### config.mk
export PLATFORM = sky130hd
export DESIGN_NAME = lds_out
export DESIGN_NICKNAME = d
export VERILOG_FILES = /design/src/hw/rtl/lds_pkg.sv /design/src/hw/rtl/lds_out.sv
export SDC_FILE = /design/constraint.sdc
export NUM_CORES = 1
export LEC_CHECK = 0
export BUFFER_PORTS_ARGS = -buffer_cell sky130_fd_sc_hd__buf_2
export CORE_UTILIZATION = 40
export DETAILED_ROUTE_END_ITERATION = 12
export PLACE_DENSITY = 0.78
export SETUP_SLACK_MARGIN = 0.02
export SLEW_MARGIN = 20
export SYNTH_ARGS = -nofsm -noshare
export SYNTH_HDL_FRONTEND = slang
export SYNTH_SLANG_ARGS = --single-unit
### constraint.sdc
create_clock -name clk -period 1.76 [get_ports clk]
set_input_delay 0.176 -clock clk [delete_from_list [all_inputs] [get_ports clk]]
set_output_delay 0.176 -clock clk [all_outputs]
set_load 0.05 [all_outputs]
### src/hw/rtl/lds_pkg.sv
// Shared types and constants for the LCG discrete sampler.
// No dependencies; imported by lds_out, lds_ctrl, the top level and the bench.
package lds_pkg;

	localparam int TableDepthDef = 256;

	localparam logic [31:0] LcgMul = 32'd69069;
	localparam logic [31:0] LcgAdd = 32'd1;

	// Halving stops once the window spans this many entries or fewer.
	localparam logic [31:0] ScanSpan = 32'd4;

	localparam logic [8:0] TableSizeRst = 9'd1;

	// Request kinds
	localparam logic [1:0] KIND_RESEED = 2'd0;
	localparam logic [1:0] KIND_LOAD   = 2'd1;
	localparam logic [1:0] KIND_TABLE  = 2'd2;
	localparam logic [1:0] KIND_UNIF   = 2'd3;

	typedef struct packed {
		logic [31:0] drawn;
		logic [31:0] state;
		logic        err;
	} res_t;

endpackage

### src/hw/rtl/lds_out.sv
// Output register: holds one result until the receiver takes it.
// Depends on lds_pkg (res_t).
module lds_out (
	input  logic          clk,
	input  logic          arst_n,
	input  logic          res_valid,
	input  lds_pkg::res_t res,
	output logic          free,
	output logic          out_valid,
	input  logic          out_ready,
	output logic [31:0]   drawn_value,
	output logic [31:0]   state_now,
	output logic          range_error
);
	import lds_pkg::*;

	logic out_valid_q;
	res_t res_q;

	assign free = !out_valid_q || out_ready;

	always_ff @(posedge clk or negedge arst_n) begin
		if (!arst_n) begin
			out_valid_q <= 1'b0;
		end else if (free) begin
			out_valid_q <= res_valid;
		end
	end

	always_ff @(posedge clk) begin
		if (free && res_valid) begin
			res_q <= res;
		end
	end

	assign out_valid   = out_valid_q;
	assign drawn_value = res_q.drawn;
	assign state_now   = res_q.state;
	assign range_error = res_q.err;

endmodule

== Word level (Yosys, flattened, before mapping) ==
Cells that the tools add are included.

* Reductions and logical operators: 3

{| class="wikitable"
|+ Operators with widths
! kind !! number
|-
| $logic_and 1x1->1 || 1
|-
| $logic_not 1->1 || 1
|-
| $logic_or 1x1->1 || 1
|}

* Register bits after elaboration: 66
* Input port bits: 69
* Output and inout port bits: 67
* Logic and storage cells: 7

== Depth between registers and ports, before layout ==
Gate-level depths: netlist of the first run.

* Depth in word-level cells: 3
* Depth in mapped cells: 2

== Worst setup path before layout of the first run ==
No wires, ideal clock.

* Kind: register -> register
* Start: register out_valid_q, in the netlist out_valid
* End: register res_q (netlist bit drawn_value[0]) (enable)
* Library setup time: 377 ps
* Arrival: 1425 ps
* Path slack: -42 ps
* Stages on the path, launching flop included: 3
* Buffers on the path: 0
* Clock period less this slack: 1802 ps
* Cell sequence: dfrtp_1 -> nand2b_4 -> and2_4

* Word-level cells in the longest chain between the ends: 3

{| class="wikitable"
|+ RTL lines
! element !! RTL line !! RTL
|-
| start: declaration || lds_out.sv:17 || <nowiki>logic out_valid_q;</nowiki>
|-
| start signal: assignment || lds_out.sv:26 || <nowiki>out_valid_q <= res_valid;</nowiki>
|-
| $logic_not 1->1 || lds_out.sv:20 || <nowiki>assign free = !out_valid_q || out_ready;</nowiki>
|-
| $logic_or 1x1->1 || lds_out.sv:20 ||
|-
| net free || lds_out.sv:8 || <nowiki>output logic free,</nowiki>
|-
| $logic_and 1x1->1 || lds_out.sv:31 || <nowiki>if (free && res_valid) begin</nowiki>
|-
| end signal: assignment || lds_out.sv:32 || <nowiki>res_q <= res;</nowiki>
|-
| end: declaration || lds_out.sv:18 || <nowiki>res_t res_q;</nowiki>
|}

The timed path passes the listed nets, and every way through them passes these cells.
A chain may end at the register's enable or synchronous reset.

== Final worst setup path of the first run ==
* Start: register out_valid_q, in the netlist out_valid
* End: register res_q (netlist bit drawn_value[3]) (enable)

* Word-level cells in the longest chain between the ends: 3

{| class="wikitable"
|+ RTL lines
! element !! RTL line
|-
| $logic_not 1->1 || lds_out.sv:20
|-
| $logic_or 1x1->1 || lds_out.sv:20
|-
| $logic_and 1x1->1 || lds_out.sv:31
|}

Every way passes these cells.

==> results_dict.tcl, run 1 <==
set metrics [dict create \
    status "finished clean" \
    drt_iter0_drc 37 \
    grt_overflow 0 \
    finalCriticalPeriod_ns 1.36 \
    power_frac_seq_pct 49.9 \
    synth.avg_cell_area_um2 29.1 \
    synth_nets 138 \
    htree_num_levels 3 \
    crit_fanout 31 \
    clkPwrFrac_pct 35.6 \
    start_kind "flip-flop" \
    worstReg2RegEnd "drawn_value[3]" \
    antenna_found_initial 0 \
    slew_viol_final 0 \
    clkSinkCount 66 \
    clkSlewWorstSetupHoldPaths_ns 0.07 \
    p_leak_nw 1.37 \
    end_kind "flip-flop" \
    finClkSkew_ns 0.00839 \
    synth_top_area_share_pct 97.3 \
    drc 0 \
    crit_required_ns 1.74 \
    n_antenna_cell 0 \
    setup_tns_ns 0 \
    crit_type "reg2reg" \
    die_area_um2 5300 \
    area.growth.synth_to_final_pct 59.2 \
    drive_gt1_share_pct 63.9 \
    io_pins 136 \
    wl_per_cell_um 14.3 \
    setup_viol 0 \
    wirelength_mm 4.41 \
    layout.nets 305 \
    grt_max_degree 35 \
    netlist_area_um2 2010 \
    arrival_ns 1.34 \
    initial_core_util_pct 41.9 \
    crit_path_end "drawn_value[3]" \
    reg2reg_from "out_valid" \
    final_core_util_pct 66.7 \
    grt_pass1_vias 1389 \
    cp-startpoint "out_valid" \
    final.period_utilization_pct 77.1 \
    worstRegToRegCells 3 \
    via_per_inst 4.29 \
    grt_usage_pct 17.0 \
    vias 1320 \
    yosysWarnings 0 \
    fmax_ghz 0.737 \
    switching_power_w 0.000941 \
    place_congestion 0.701 \
    power.internal_w 0.00277 \
    cts_resized 0 \
    hp-class "in2reg" \
    core_region_area_um2 4790 \
    fp.dieW_um 72.8 \
    vdd_ir_drop_max_v 0.000903 \
    power_density_nw_per_um2 1160 \
    max_slew_margin_pct 74.6 \
    switching_share_pct 25.4 \
    netlist-cell-type-count 5 \
    fp-row-count 25 \
    p_total_w 0.00371 \
    ys_seq_area_share_pct 98.6 \
    finalHoldViolCount 0 \
    netlist_top_cells_area "edfxtp_1 (97%), dfrtp_1 (1.2%), nand2b_4 (0.69%), and2_4 (0.44%), nand2b_1 (0.31%)" \
    pwr-share-comb_pct 14.5 \
    syn_inst 69 \
    clockBufferDepth 2 \
    drt_pass1_iterations 4 \
    worst_pin_slew_ns 0.380 \
    grt_pass1_wl_mm 6.19 \
    rrSetupSlack_ns 0.40 \
    stdcell_count 308 \
    cts_tree "yes" \
    maxCapViolations 0 \
    synth_largest_area_cell "edfxtp_1" \
    ys_ff_latch 66 \
    portBuffers 135 \
    min_from "res[30]" \
    post_dp_cell_area_um2 2790 \
    rsz0062_at_grt "no" \
    ctsRootBufferMaster "clkbuf_8" \
    postRouteAntennaNets 0 \
    cts-buffers-inserted 9 \
    clock_latency_ns 0.33 \
    final_area_um2 3190 \
    numPlacedInstances 273 \
    die_h_um 72.8 \
]
==> sequential cells by signal, indices dropped and copies added, names as in the netlist <==
register	cells
state_now	32
out_valid	1
drawn_value	32
range_error	1
==> area by class of cell <==
class                           count  area (µm²)
Sequential cell                    66        1980
Fill cell                         328        1590
Timing Repair Buffer              156         893
Clock buffer                       10         128
Tap cell                           67        83.8
Clock inverter                      6        81.3
Multi-Input combinational cell      3        28.8
==> timing repair <==
| action | 4_1_cts | 5_1_grt |
|---|---|---|
| hold buffers | 19 | 0 |
| endpoints found under the hold margin | 19 | 0 |
| buffers inserted | 0 | 0 |
| endpoints found under the setup margin | 0 | 0 |
==> cells in the mapped netlist, drive strengths merged <==
| cell | number |
|---|---|
| and2 | 1 |
| nand2b | 2 |
| dfrtp | 1 |
| edfxtp | 65 |
==> kinds of logic after synthesis <==
family           count (synthesis)  share of synthesized area, %
and+or+nand+nor                  3                          1.43
DFF                             66                          98.6
==> how the worst min path moves through the flow <==
| stage | end | slack [ns] | cells past startpoint |
|---|---|---|---|
| after floorplan | out_valid | -0.12 | 0 |
| after global placement | out_valid | -0.05 | 1 |
| after detailed placement | out_valid | -0.04 | 1 |
| after CTS | drawn_value[22] | 0.00005 | 1 |
| after global routing | drawn_value[20] | 0.0004 | 1 |
| final | state_now[29] | 0.02 | 1 |
==> through the flow <==
stage	hold slack (ns)	worst slack, ns
CTS	0.0000495	0.409
global route	0.000409	0.351
finish	0.0184	0.404
floorplan	-0.120	0.0688
global placement	-0.0467	0.450
detailed placement	-0.0410	0.421
==> layer usage <==
metal	up-vias	track usage, %	part of all wire (%)
met5	-	0	0
met2	86	29.0	53
met3	8	8.84	10
met4	0	10.9	1.7
met1	613	16.0	35
li1	613	-	-
==> power groups by stage <==
stage	logic (W)	registers, W	clock network, W
after floorplan	0.0000392	0.00218	0
after global placement	0.000497	0.00188	0
after detailed placement	0.000502	0.00188	0
after CTS	0.000536	0.00185	0.00135
after global routing	0.000559	0.00186	0.00140
final	0.000538	0.00185	0.00132
==> worst max-delay path: stages, from the launching register on <==
cell	delay, ns
dfrtp_2	0.42
nand2b_4	0.08
and2_4	0.15
buf_4	0.35
==> cell usage in the layout (no fill, tap or decap) <==
master and count:
buf_2 135, buf_4 1, bufinv_16 2, and2_4 1, dlygate4sd3_1 19, clkinv_2 2, edfxtp_1 65, clkinvlp_4 1
buf_12 1, nand2b_4 1, dfrtp_2 1, clkinv_1 1, clkbuf_8 9, clkbuf_1 1, nand2b_1 1
Note: power is estimated with default switching activity, not from simulation.
==> run 2, diff against run 1 <==
--- a/config.mk
+++ b/config.mk
@@ -6,9 +6,9 @@
 export NUM_CORES = 1
 export LEC_CHECK = 0
 export BUFFER_PORTS_ARGS = -buffer_cell sky130_fd_sc_hd__buf_2
-export CORE_UTILIZATION = 40
+export CORE_UTILIZATION = 36
 export DETAILED_ROUTE_END_ITERATION = 12
-export PLACE_DENSITY = 0.78
+export PLACE_DENSITY = 0.74
 export SETUP_SLACK_MARGIN = 0.02
 export SLEW_MARGIN = 20
 export SYNTH_ARGS = -nofsm -noshare
==> constraint.sdc (replaced) <==
create_clock -name clk -period 1.2 [get_ports clk]
set_input_delay 0.12 -clock clk [delete_from_list [all_inputs] [get_ports clk]]
set_output_delay 0.12 -clock clk [all_outputs]
set_load 0.05 [all_outputs]
==> run 2 against run 1 <==
Setup slack got worse by 0.42 ns; sequential power increased by 47%; core utilization increased by 5.0 points; largest power group unchanged; clock power increased by 85%; via count increased by 14%; wire length increased by 27%; global-route usage increased by 3.5 points; the flow now finishes with violations (setup timing).
==> results_dict.tcl, run 2 (synthesized netlist as in run 1, its figures left out) <==
set metrics [dict create \
    place_congestion 0.678 \
    die_area_um2 5870 \
    htree_num_levels 3 \
    io_pins 136 \
    finalCriticalPeriod_ns 1.22 \
    drc 0 \
    grt_max_degree 32 \
    area.growth.synth_to_final_pct 87.3 \
    fmax_ghz 0.823 \
    slew_viol_final 0 \
    worst_slack_ns -0.0152 \
    clkSinkCount 66 \
    post_dp_cell_area_um2 2820 \
    setup_viol 31 \
    p_total_w 0.00609 \
    fp-row-count 26 \
    fp.dieW_um 76.6 \
    final_core_util_pct 71.7 \
    finalHoldViolCount 0 \
    mostFrequentLayoutCells "buf_2 (134), dlygate4sd3_1 (67), edfxtp_1 (65)" \
    antenna_found_initial 0 \
    arrival_ns 1.25 \
    violations "setup timing" \
    postRouteAntennaNets 0 \
    crit_type "reg2reg" \
    grt_pass1_vias 1677 \
    vias 1499 \
    whs_ns 0.0821 \
    final.period_utilization_pct 101 \
    final_area_um2 3760 \
    core_region_area_um2 5240 \
    final_common_cell "buf_2" \
    layout.nets 354 \
    cts_tree "yes" \
    via_per_inst 4.16 \
    clockBufferDepth 2 \
    cts-buffers-inserted 9 \
    worst_pin_slew_ns 0.281 \
    vdd_ir_drop_max_v 0.00130 \
    power_density_nw_per_um2 1620 \
    clock_latency_ns 0.33 \
    end_kind "flip-flop" \
    drt_iter0_drc 38 \
    start_kind "flip-flop" \
    grt_pass1_wl_mm 8.58 \
    grt_overflow 0 \
    crit_required_ns 1.23 \
    finClkSkew_ns 0.00631 \
    p_leak_nw 1.61 \
    drt_pass1_iterations 4 \
    rsz0062_at_grt "yes" \
    post_cts_buffers 0 \
    die_h_um 76.6 \
    drive_gt1_share_pct 53.8 \
    clkSlewWorstSetupHoldPaths_ns 0.07 \
    wl_per_cell_um 15.5 \
    maxCapViolations 0 \
    portBuffers 135 \
    n_antenna_cell 0 \
    max_slew_margin_pct 81.4 \
    ctsRootBufferMaster "clkbuf_8" \
    hp-class "in2async" \
    crit_fanout 31 \
    fillers 309 \
    grt_usage_pct 20.5 \
    status "complete, but fails checks" \
    wirelength_mm 5.59 \
    initial_core_util_pct 38.3 \
]
==> run 2: changes by cell type in the layout (fill, tap and decap cells not counted) <==
cell / change
dlygate4sd3_1: +48
bufinv_16: +2
clkinv_2: -2
clkinv_4: +2
buf_12: +1
buf_2: -1
buf_4: +1
clkbuf_1: -1
clkinvlp_4: -1
==> run 2: metrics by stage <==
stage	setup WS, ns	instances	TNS, ns
CTS	-0.0166	360	-0.377
finish	-0.0152	360	-0.187
global route	-0.0465	360	-1.80
floorplan	-0.491	69	-31.93
global placement	0.0387	277	0
detailed placement	0.000764	277	0
==> run 2: per-layer routing <==
metal	track usage [%]	wire [µm]
met1	23.0	2150
met2	34.3	2840
met3	7.43	459
met4	10.6	138
met5	0	0
==> run 2: critical path: stages, from the launching register on <==
cell and delay [ns]:
dfrtp_2 0.43, nand2b_4 0.09, and2_4 0.19, buf_12 0.20
==> run 2: worst paths after layout <==
| check | from | to | slack (ns) | depth (start not counted) |
|---|---|---|---|---|
| min in group clk | out_ready | out_valid | 0.10 | 3 |
| setup reg to reg | out_valid | drawn_value[16] | -0.02 | 3 |
| hold / removal | arst_n | out_valid | 0.08 | 2 |
| hold reg to reg | out_valid | out_valid | 0.56 | 2 |
| setup / recovery | out_valid | drawn_value[16] | -0.02 | 3 |
| max in group asynchronous | arst_n | out_valid | 1.02 | 2 |
==> run 2: timing repair <==
item                       CTS  global route
setup endpoints to repair   42            66
pin swaps                    0             0
hold endpoints to repair    67             0
gates resized for setup      1             0
hold buffers                67             0
cloned                       0             0
==> run 2: power by group <==
| part | internal, W | switching [W] |
|---|---|---|
| Sequential | 0.00268 | 0.0000354 |
| Combinational | 0.000327 | 0.000606 |
| Clock | 0.00159 | 0.000847 |
==> run 2: layout make-up <==
cell class                 instances  area (µm²)  area share (%)
sequential                        66        1980            52.7
clock inverter                     7         141            3.76
multi-input combinational          3        28.8           0.766
clock buffer                       9         124            3.30
timing repair buffer             205        1400            37.2
tap                               70        87.6            2.33
