$ cat src/hw/rtl/lds_pkg.sv
// Shared types and constants for the LCG discrete sampler.
// No dependencies; imported by lds_out, lds_ctrl, the top level and the bench.
package lds_pkg;

	localparam int TableDepthDef = 256;

	localparam logic [31:0] LcgMul = 32'd69069;
	localparam logic [31:0] LcgAdd = 32'd1;

	// Halving stops once the window spans this many entries or fewer.
	localparam logic [31:0] ScanSpan = 32'd4;

	localparam logic [8:0] TableSizeRst = 9'd1;

	// Request kinds
	localparam logic [1:0] KIND_RESEED = 2'd0;
	localparam logic [1:0] KIND_LOAD   = 2'd1;
	localparam logic [1:0] KIND_TABLE  = 2'd2;
	localparam logic [1:0] KIND_UNIF   = 2'd3;

	typedef struct packed {
		logic [31:0] drawn;
		logic [31:0] state;
		logic        err;
	} res_t;

endpackage

$ cat src/hw/rtl/lds_ctrl.sv
// Sequencer: generator state, shared multiplier, table search and uniform draw.
// Depends on lds_pkg; drives the table memory in lds_mem.
module lds_ctrl #(
	parameter int TABLE_DEPTH = 256
) (
	input  logic          clk,
	input  logic          arst_n,
	input  logic          in_valid,
	output logic          in_ready,
	input  logic [1:0]    kind,
	input  logic [7:0]    entry_index,
	input  logic [31:0]   word_value,
	input  logic [31:0]   low_bound,
	input  logic [31:0]   high_bound,
	input  logic          cfg_valid,
	input  logic [8:0]    table_size,
	input  logic          out_free,
	output logic          res_valid,
	output lds_pkg::res_t res,
	output logic          mem_en,
	output logic          mem_we,
	output logic [((TABLE_DEPTH > 1) ? $clog2(TABLE_DEPTH) : 1)-1:0] mem_addr,
	output logic [31:0]   mem_wdata,
	input  logic [31:0]   mem_rdata
);
	import lds_pkg::*;

	localparam int IW = (TABLE_DEPTH > 1) ? $clog2(TABLE_DEPTH) : 1;

	localparam logic [2:0] S_IDLE   = 3'd0;
	localparam logic [2:0] S_TOT    = 3'd1;
	localparam logic [2:0] S_LAUNCH = 3'd2;
	localparam logic [2:0] S_CMP    = 3'd3;
	localparam logic [2:0] S_SCAN   = 3'd4;
	localparam logic [2:0] S_UMUL   = 3'd5;
	localparam logic [2:0] S_UADD   = 3'd6;
	localparam logic [2:0] S_DONE   = 3'd7;

	logic [2:0]    st_q;
	logic [31:0]   state_q;
	logic [8:0]    table_size_q;
	logic [IW-1:0] last_q, lo_q, hi_q, mid_q, idx_q;
	logic [31:0]   diff_q, low_q, drawn_q;
	logic          err_q;
	logic [63:0]   prod_q;

	logic          accept;
	logic [31:0]   adv;
	logic [IW-1:0] last_n;
	logic          load_ok;
	logic          below;
	logic [IW-1:0] win_lo, win_hi, win_span, win_mid;
	logic          win_wide;
	logic [31:0]   mul_b;
	logic [63:0]   mul_p;
	logic [63:0]   unif_sum;

	assign accept = in_valid && in_ready;
	assign in_ready = (st_q == S_IDLE);
	assign adv = state_q * LcgMul + LcgAdd;

	// Clamp table_size to [1, TABLE_DEPTH] and take the last index in use.
	always_comb begin
		if (table_size_q == 9'd0) begin
			last_n = '0;
		end else if (32'(table_size_q) > 32'(TABLE_DEPTH)) begin
			last_n = IW'(TABLE_DEPTH - 1);
		end else begin
			last_n = IW'(table_size_q - 9'd1);
		end
	end

	assign load_ok = 32'(entry_index) < 32'(TABLE_DEPTH);

	// entry*2^32 < s*total, with the product held in prod_q
	assign below = (mem_rdata < prod_q[63:32]) ||
		((mem_rdata == prod_q[63:32]) && (prod_q[31:0] != 32'd0));

	// Window for the next probe: the full table on launch, else the narrowed one.
	always_comb begin
		if (st_q == S_CMP) begin
			win_lo = below ? mid_q : lo_q;
			win_hi = below ? hi_q : mid_q;
		end else begin
			win_lo = '0;
			win_hi = last_q;
		end
	end
	assign win_span = win_hi - win_lo;
	assign win_wide = 32'(win_span) > ScanSpan;
	assign win_mid  = win_lo + (win_span >> 1);

	// One multiplier serves both the draw target and the uniform scaling.
	assign mul_b = (st_q == S_TOT) ? mem_rdata : diff_q;
	assign mul_p = state_q * mul_b;
	assign unif_sum = prod_q + {32'd0, state_q};

	always_comb begin
		mem_en    = 1'b0;
		mem_we    = 1'b0;
		mem_addr  = '0;
		mem_wdata = word_value;
		unique case (st_q)
			S_IDLE: begin
				if (accept && kind == KIND_LOAD && load_ok) begin
					mem_en   = 1'b1;
					mem_we   = 1'b1;
					mem_addr = IW'(entry_index);
				end else if (accept && kind == KIND_TABLE) begin
					mem_en   = 1'b1;
					mem_addr = last_n;
				end
			end
			S_LAUNCH, S_CMP: begin
				mem_en   = 1'b1;
				mem_addr = win_wide ? win_mid : win_lo;
			end
			S_SCAN: begin
				mem_en   = 1'b1;
				mem_addr = idx_q + IW'(1);
			end
			default: begin
			end
		endcase
	end

	assign res_valid = (st_q == S_DONE) && out_free;
	assign res.drawn = drawn_q;
	assign res.state = state_q;
	assign res.err   = err_q;

	always_ff @(posedge clk or negedge arst_n) begin
		if (!arst_n) begin
			st_q         <= S_IDLE;
			state_q      <= 32'd0;
			table_size_q <= TableSizeRst;
		end else begin
			if (cfg_valid) begin
				table_size_q <= table_size;
			end
			unique case (st_q)
				S_IDLE: begin
					if (accept) begin
						unique case (kind)
							KIND_RESEED: begin
								state_q <= word_value;
								st_q    <= S_DONE;
							end
							KIND_LOAD: st_q <= S_DONE;
							KIND_TABLE: begin
								state_q <= adv;
								st_q    <= S_TOT;
							end
							KIND_UNIF: begin
								if ($signed(high_bound) < $signed(low_bound)) begin
									st_q <= S_DONE;
								end else begin
									state_q <= adv;
									st_q    <= S_UMUL;
								end
							end
							default: st_q <= S_DONE;
						endcase
					end
				end
				S_TOT:    st_q <= S_LAUNCH;
				S_LAUNCH: st_q <= win_wide ? S_CMP : S_SCAN;
				S_CMP:    st_q <= win_wide ? S_CMP : S_SCAN;
				S_SCAN: begin
					if (!(idx_q != last_q && below)) begin
						st_q <= S_DONE;
					end
				end
				S_UMUL:   st_q <= S_UADD;
				S_UADD:   st_q <= S_DONE;
				S_DONE: begin
					if (out_free) begin
						st_q <= S_IDLE;
					end
				end
				default:  st_q <= S_IDLE;
			endcase
		end
	end

	// Datapath registers
	always_ff @(posedge clk) begin
		unique case (st_q)
			S_IDLE: begin
				last_q  <= last_n;
				low_q   <= low_bound;
				diff_q  <= high_bound - low_bound;
				drawn_q <= (kind == KIND_UNIF) ? low_bound : 32'd0;
				err_q   <= (kind == KIND_UNIF) && ($signed(high_bound) < $signed(low_bound));
			end
			S_TOT: begin
				prod_q <= mul_p;
			end
			S_LAUNCH, S_CMP: begin
				lo_q  <= win_lo;
				hi_q  <= win_hi;
				mid_q <= win_mid;
				idx_q <= win_lo;
			end
			S_SCAN: begin
				if (idx_q != last_q && below) begin
					idx_q <= idx_q + IW'(1);
				end else begin
					drawn_q <= 32'(idx_q);
				end
			end
			S_UMUL: begin
				prod_q <= mul_p;
			end
			S_UADD: begin
				drawn_q <= low_q + unif_sum[63:32];
			end
			default: begin
			end
		endcase
	end

endmodule

$ cat config.mk
export PLATFORM = sky130hd
export DESIGN_NAME = lds_ctrl
export DESIGN_NICKNAME = d
export VERILOG_FILES = /design/src/hw/rtl/lds_pkg.sv /design/src/hw/rtl/lds_ctrl.sv
export SDC_FILE = /design/constraint.sdc
export NUM_CORES = 2
export LEC_CHECK = 0
export ABC_AREA = 1
export BUFFER_PORTS_ARGS = -buffer_cell sky130_fd_sc_hd__buf_2
export CORE_ASPECT_RATIO = 1.5
export CORE_UTILIZATION = 48
export DETAILED_ROUTE_END_ITERATION = 12
export PLACE_DENSITY = 0.66
export SLEW_MARGIN = 20
export SYNTH_ARGS = -nofsm -noshare
export SYNTH_HDL_FRONTEND = slang
export SYNTH_SLANG_ARGS = --single-unit
$ cat constraint.sdc
create_clock -name clk -period 11.4 [get_ports clk]
set_clock_uncertainty 0.15 [all_clocks]
set_input_delay 2.28 -clock clk [delete_from_list [all_inputs] [get_ports clk]]
set_output_delay 2.28 -clock clk [all_outputs]
set_load 0.01 [all_outputs]
After elaboration in Yosys (flattened, before gate mapping):

Cells that the tools add are included.

* register bits after elaboration: 245
* word-level logic and storage cells: 97

* add/subtract/negate cells: 8
* multiply operators: 2
* order comparisons: 4
* equal/unequal tests: 17
* mux-type cells: 30
* reductions and logical operators: 23

Operator list (count)
* case mux 32 bit (3 select lines): 2
* 2-to-1 mux 32 bit: 4
* 2-to-1 mux 8 bit: 10
* adder 64 x 32 -> 64 bit: 1
* < comparator 32 bit: 2
* multiplier 32 x 32 -> 64 bit: 1
* adder 32 x 1 -> 32 bit, second input constant: 1
* adder 32 bit: 1
* equality test 32 bit: 1
* multiplier 32 x 17 -> 32 bit, second input constant: 1
* nonzero test 32 bit: 1
* subtractor 32 bit: 1
* case mux 8 bit (3 select lines): 1
* case mux 3 bit (7 select lines): 1
* case mux 8 bit (2 select lines): 1
* equality test 3 bit, second input constant: 4
* 2-to-1 mux 3 bit: 4
* greater-than comparator 9 bit, second input constant: 1
* zero test 9 bit: 1
* case mux 3 bit (3 select lines): 1
* adder 8 x 1 -> 8 bit, second input constant: 1
* adder 8 x 7 -> 8 bit: 1
* greater-than comparator 8 x 3 -> 1 bit, second input constant: 1
* inequality test 2 bit, second input constant: 4
* 22 further kinds: 37

Depth between registers and ports, before layout:

* depth after elaboration: 9
* mapped depth: 38
* mapped depth without buffers: 36

Worst setup path before layout:

Ideal clock, no wire load.

* kind: register -> register
* from: register st_q[0]
* to: register prod_q[55], data pin
* arrival: 10.368 ns
* required time: 10.998 ns
* path slack: 0.629 ns
* stages on the path, launching flop included: 34
* cell sequence: dfrtp_1 inv_1 nor2_1 inv_1 nor2_4 inv_2 buf_2 o21ai_2 buf_2 nor2_1 fa_1 inv_1 fa_1 fa_1 fa_1 inv_1 fa_1 inv_1 fa_1 inv_1 fa_1 fa_1 ha_1 nand2_1 nor2_1 inv_1 nor4_2 a21oi_2 o21bai_4 a21boi_2 o21ai_2 nand2_1 nand3_1 nand2_1

* word-level cells in the longest chain between the ends: 3

Ends and longest elaborated chain
* start: declaration: RTL line lds_ctrl.sv:39 `logic [2:0] st_q;`
* start signal: assignment: RTL line lds_ctrl.sv:167 `S_LAUNCH: st_q <= win_wide ? S_CMP : S_SCAN;`
* start signal: assignment: RTL line lds_ctrl.sv:168 `S_CMP: st_q <= win_wide ? S_CMP : S_SCAN;`
* equality test 3 x 1 -> 1 bit: RTL line lds_ctrl.sv:94 `assign mul_b = (st_q == S_TOT) ? mem_rdata : diff_q;`
* 2-to-1 mux 32 bit: RTL line lds_ctrl.sv:94
* multiplier 32 x 32 -> 64 bit: RTL line lds_ctrl.sv:95 `assign mul_p = state_q * mul_b;`
* named net mul_p[55]: RTL line lds_ctrl.sv:55 `logic [63:0] mul_p;`
* end signal: assignment: RTL line lds_ctrl.sv:197 `prod_q <= mul_p;`
* end signal: assignment: RTL line lds_ctrl.sv:213 `prod_q <= mul_p;`
* end: declaration: RTL line lds_ctrl.sv:45 `logic [63:0] prod_q;`

The timed path passes the listed nets, and every way through them passes these cells.
A chain may end at the register's enable or synchronous reset.

Worst setup path after layout:

* from: input mem_rdata[31]
* to: output mem_addr[7] (netlist name)

* word-level cells in the longest chain between the ends: 9
* elaborated cells on any way between the ends: 13
* those cells by class: add/sub (2); order compare (2); eq/ne (1); mux (6); reduce/logical (2)

Ends and longest elaborated chain
* start: declaration: RTL line lds_ctrl.sv:24 `input logic [31:0] mem_rdata`
* parallel branches: the longest is 2 deep, another holds < comparator 32 bit
* logical OR 1 bit (*): RTL line lds_ctrl.sv:76 `assign below = (mem_rdata < prod_q[63:32]) ||`
* 2-to-1 mux 8 bit (*): RTL line lds_ctrl.sv:82 `win_lo = below ? mid_q : lo_q;`
* 2-to-1 mux 8 bit (*): RTL line lds_ctrl.sv:81 `if (st_q == S_CMP) begin`
* named net win_lo[1]: RTL line lds_ctrl.sv:52 `logic [IW-1:0] win_lo, win_hi, win_span, win_mid;`
* subtractor 8 bit: RTL line lds_ctrl.sv:89 `assign win_span = win_hi - win_lo;`
* adder 8 x 7 -> 8 bit (*): RTL line lds_ctrl.sv:91 `assign win_mid = win_lo + (win_span >> 1);`
* named net win_mid[7]: RTL line lds_ctrl.sv:52
* 2-to-1 mux 8 bit (*): RTL line lds_ctrl.sv:116 `mem_addr = win_wide ? win_mid : win_lo;`
* case mux 8 bit (3 select lines) (*): RTL line lds_ctrl.sv:103 `unique case (st_q)`
* end: declaration: RTL line lds_ctrl.sv:22 `output logic [((TABLE_DEPTH > 1) ? $clog2(TABLE_DEPTH) : 1)-1:0] mem_addr,`

Mark *: on every way through the listed nets, which the timed path passes.

==> results.md <==
- Vias in the first global route: 50249
- Placed cell areas: roughly 0.06 mm²
- Most frequent cells in the layout: inv_1 (1515), fa_1 (1045), nand2_1 (986)
- Fin nets: 8655
- Num rows: 154
- # Post-CTS Setup Buffers: 0
- Syn nets: 8494
- Clk pin slew, worst setup/hold paths: 0.06 ns
- Initial antenna violation count: 9
- Most used DFF post-synth: edfxtp_1
- FF+latch count, synth: 245
- # IOs: 261
- First-pass GRT wire length: 301.4 mm
- Area growth syn-to-layout: 6.887%
- Initial core utilization: 0.4847
- Via count: 46676
- Hold EP: table_size_q[7]
- Crit path DAT: 7.66 ns
- Final worst slack: around 1.3 ns
- Worst-Margin Slew: roughly 1.2 ns
- Synth cell types: 69
- Slew Viols, Final: 0
- Worst min path class: flip-flop to flip-flop
- RSZ-0062 raised after global routing: false
- Reg-to-Reg End: prod_q[56]
- H-tree levels: 1
- Post-route cell area: a little over 0.06 mm²
- Port Buffer Count: 260
- Share of layout cells above drive strength 1: 0.08588
- Cell area after synthesis: approximately 0.057 mm²
- Post-cts repair resize count: 0
- Fin crit share: 0.8850
- Global Route Usage Sum: 0.3358
- Clock tree sinks: approximately 250
- Die Area: 0.1201 mm²
- Final wirelength: 198.1 mm
- Worst Path Max Fanout: 17
- Pre-CTS WS: about 1.1 ns
- Hold depth: 2
- Setup violators final: 0
- Fin util: 0.5181
- Flop-to-flop setup slack: 2.06 ns
- Hold buffers post-CTS: 0
- Sequential area share after synthesis: 0.1253
- Pin count of the biggest net entering global routing: 65
- Highest Clock Rate: between 0.09 and 0.1 GHz
- Longest Clk Path Bufs: 3
- Max cap viols: 0
- Setup_tns: 0 ns
- CP Launch Type: primary input
- Hold Crit Start: table_size_q[7]
- Ys async rst share: 0.1796
- Final Hold Viols: 0
- Antenna viol nets, final: 0
- CTS Buf Count: 28
- Gr ovfl total: 0
- Crit path required time: between 8 and 9 ns
- Fill count: around 11000
- Clk Tree Root Cell: clkbuf_16
- Post-Syn Instances: 6722
- EDFF count, synth: 201
- Avg Cell Area, Syn: 8.475 µm²
- Reg2reg start: st_q[0]
- Residual DRC: 0
- Clock latency at the later pin of the worst-skew pair: 0.62 ns
- R2r worst-path depth: 28
- DR vias/cell: 5.511
- YS warnings: 0
- Status: completed
- DR WL/cell: 23.39 µm
- Gp weighted congestion: approximately 1.0
- Starting DRT DRC Count: roughly 3300
- Core Region: 0.1175 mm²
- Worst Path Class, Setup: primary input to output pin
- Min Clock Period, post-route: ~10 ns
- Die Ht: 423.9 µm
- CTS tree: done
- Crit. End Element: output pin
- Die W: approximately 280 µm
- Slew HR: 0.1779
- DR pass1 iterations: 6
- Most common cell after layout, fill and taps aside: inv_1
- DP Wirelength: 163.6 mm
==> routing by layer <==
layer	vias to the layer above	wire length [µm]	track usage	share of wire
li1	20757	-	-	-
met1	23292	67830	0.3637	0.34
met2	1938	98990	0.5941	0.50
met3	677	13240	0.05134	0.067
met4	12	17990	0.2473	0.091
met5	-	84	0	0.00042
==> worst max-delay path, cell delays in order <==
cell and delay (ns):
buf_2 0.12, ha_1 0.32, a21oi_1 0.18, o21a_1 0.15
nand2_1 0.10, a21oi_1 0.54, nand2_2 0.22, nand2_4 0.24
nor2_1 0.06, nor3_1 0.46, inv_1 0.27, ha_1 0.35
nand3_1 0.07, nand2_1 0.14, xor2_1 0.20, inv_1 0.06
ha_1 0.33, a21oi_1 0.14, nand2_1 0.10, a21oi_1 0.15
o21ai_0 0.16, a21o_1 0.21, a21oi_1 0.15, xor2_1 0.23
nand3_1 0.10, o211ai_1 0.13, buf_2 0.18
==> flip-flops by register name (all words and copies together) (netlist names), 9 cells and up <==
register and count:
prod_q 64, table_size_q 9, low_q 32, diff_q 32, drawn_q 32, state_q 32
==> kinds of logic after synthesis <==
group,count (synthesis),synth area share
AND/OR/NAND/NOR,2181,0.1553
buffers and inverters,1780,0.1222
adder cells (fa/ha/maj),1620,0.4935
AO/OA/AOI/OAI,711,0.07528
flip-flops,245,0.1253
XOR/XNOR,184,0.02829
multiplexers,1,0.0001976
==> final cells by class <==
type | count | area, µm² | share of cell area
antenna | 5 | 12.51 | 0.0002055
inverter | 1547 | 5813 | 0.09546
sequential | 245 | 7141 | 0.1173
tap | 1560 | 1952 | 0.03205
clock inverter | 12 | 180.2 | 0.002959
clock buffer | 40 | 777.0 | 0.01276
timing repair buffer | 364 | 2095 | 0.03439
multi-input combinational | 4697 | 42930 | 0.7049
==> synth_stat cells (all sizes together), types with 41 or more instances <==
cell	n	area, µm²
a21oi	281	1444
clkbuf	132	495.5
o21ai	245	1421
or2	42	262.8
a31oi	41	262.8
xnor2	68	595.6
nor2	920	3476
nor3	57	326.6
dfrtp	43	1076
fa	1045	20920
edfxtp	201	6036
ha	575	7194
buf	101	654.4
nand3	99	545.5
xor2	116	1016
inv	1534	5763
nand2	1002	3826
==> stage by stage <==
| step | instances | hold slack, ns |
|---|---|---|
| 4_1_cts | 8465 | 0.3954 |
| 3_5_place_dp | 8413 | 0.3832 |
| 3_3_place_gp | 8413 | 0.3713 |
| 6_report | 8470 | 0.3840 |
| 5_1_grt | 8465 | 0.4233 |
| 2_1_floorplan | 6722 | 0.3515 |
==> worst max path at each step <==
| stage | end | from |
|---|---|---|
| 5_1_grt | mem_addr[7] | mem_rdata[27] |
| 2_1_floorplan | prod_q[55] | st_q[0] |
| 4_1_cts | mem_addr[7] | mem_rdata[27] |
| 3_3_place_gp | prod_q[45] | mem_rdata[12] |
| 3_5_place_dp | prod_q[57] | mem_rdata[13] |
| 6_report | mem_addr[7] | mem_rdata[31] |
Power is left out: the tool's default activity adds up to more than one toggle a clock period on the data nets, which glitch-free logic cannot reach.
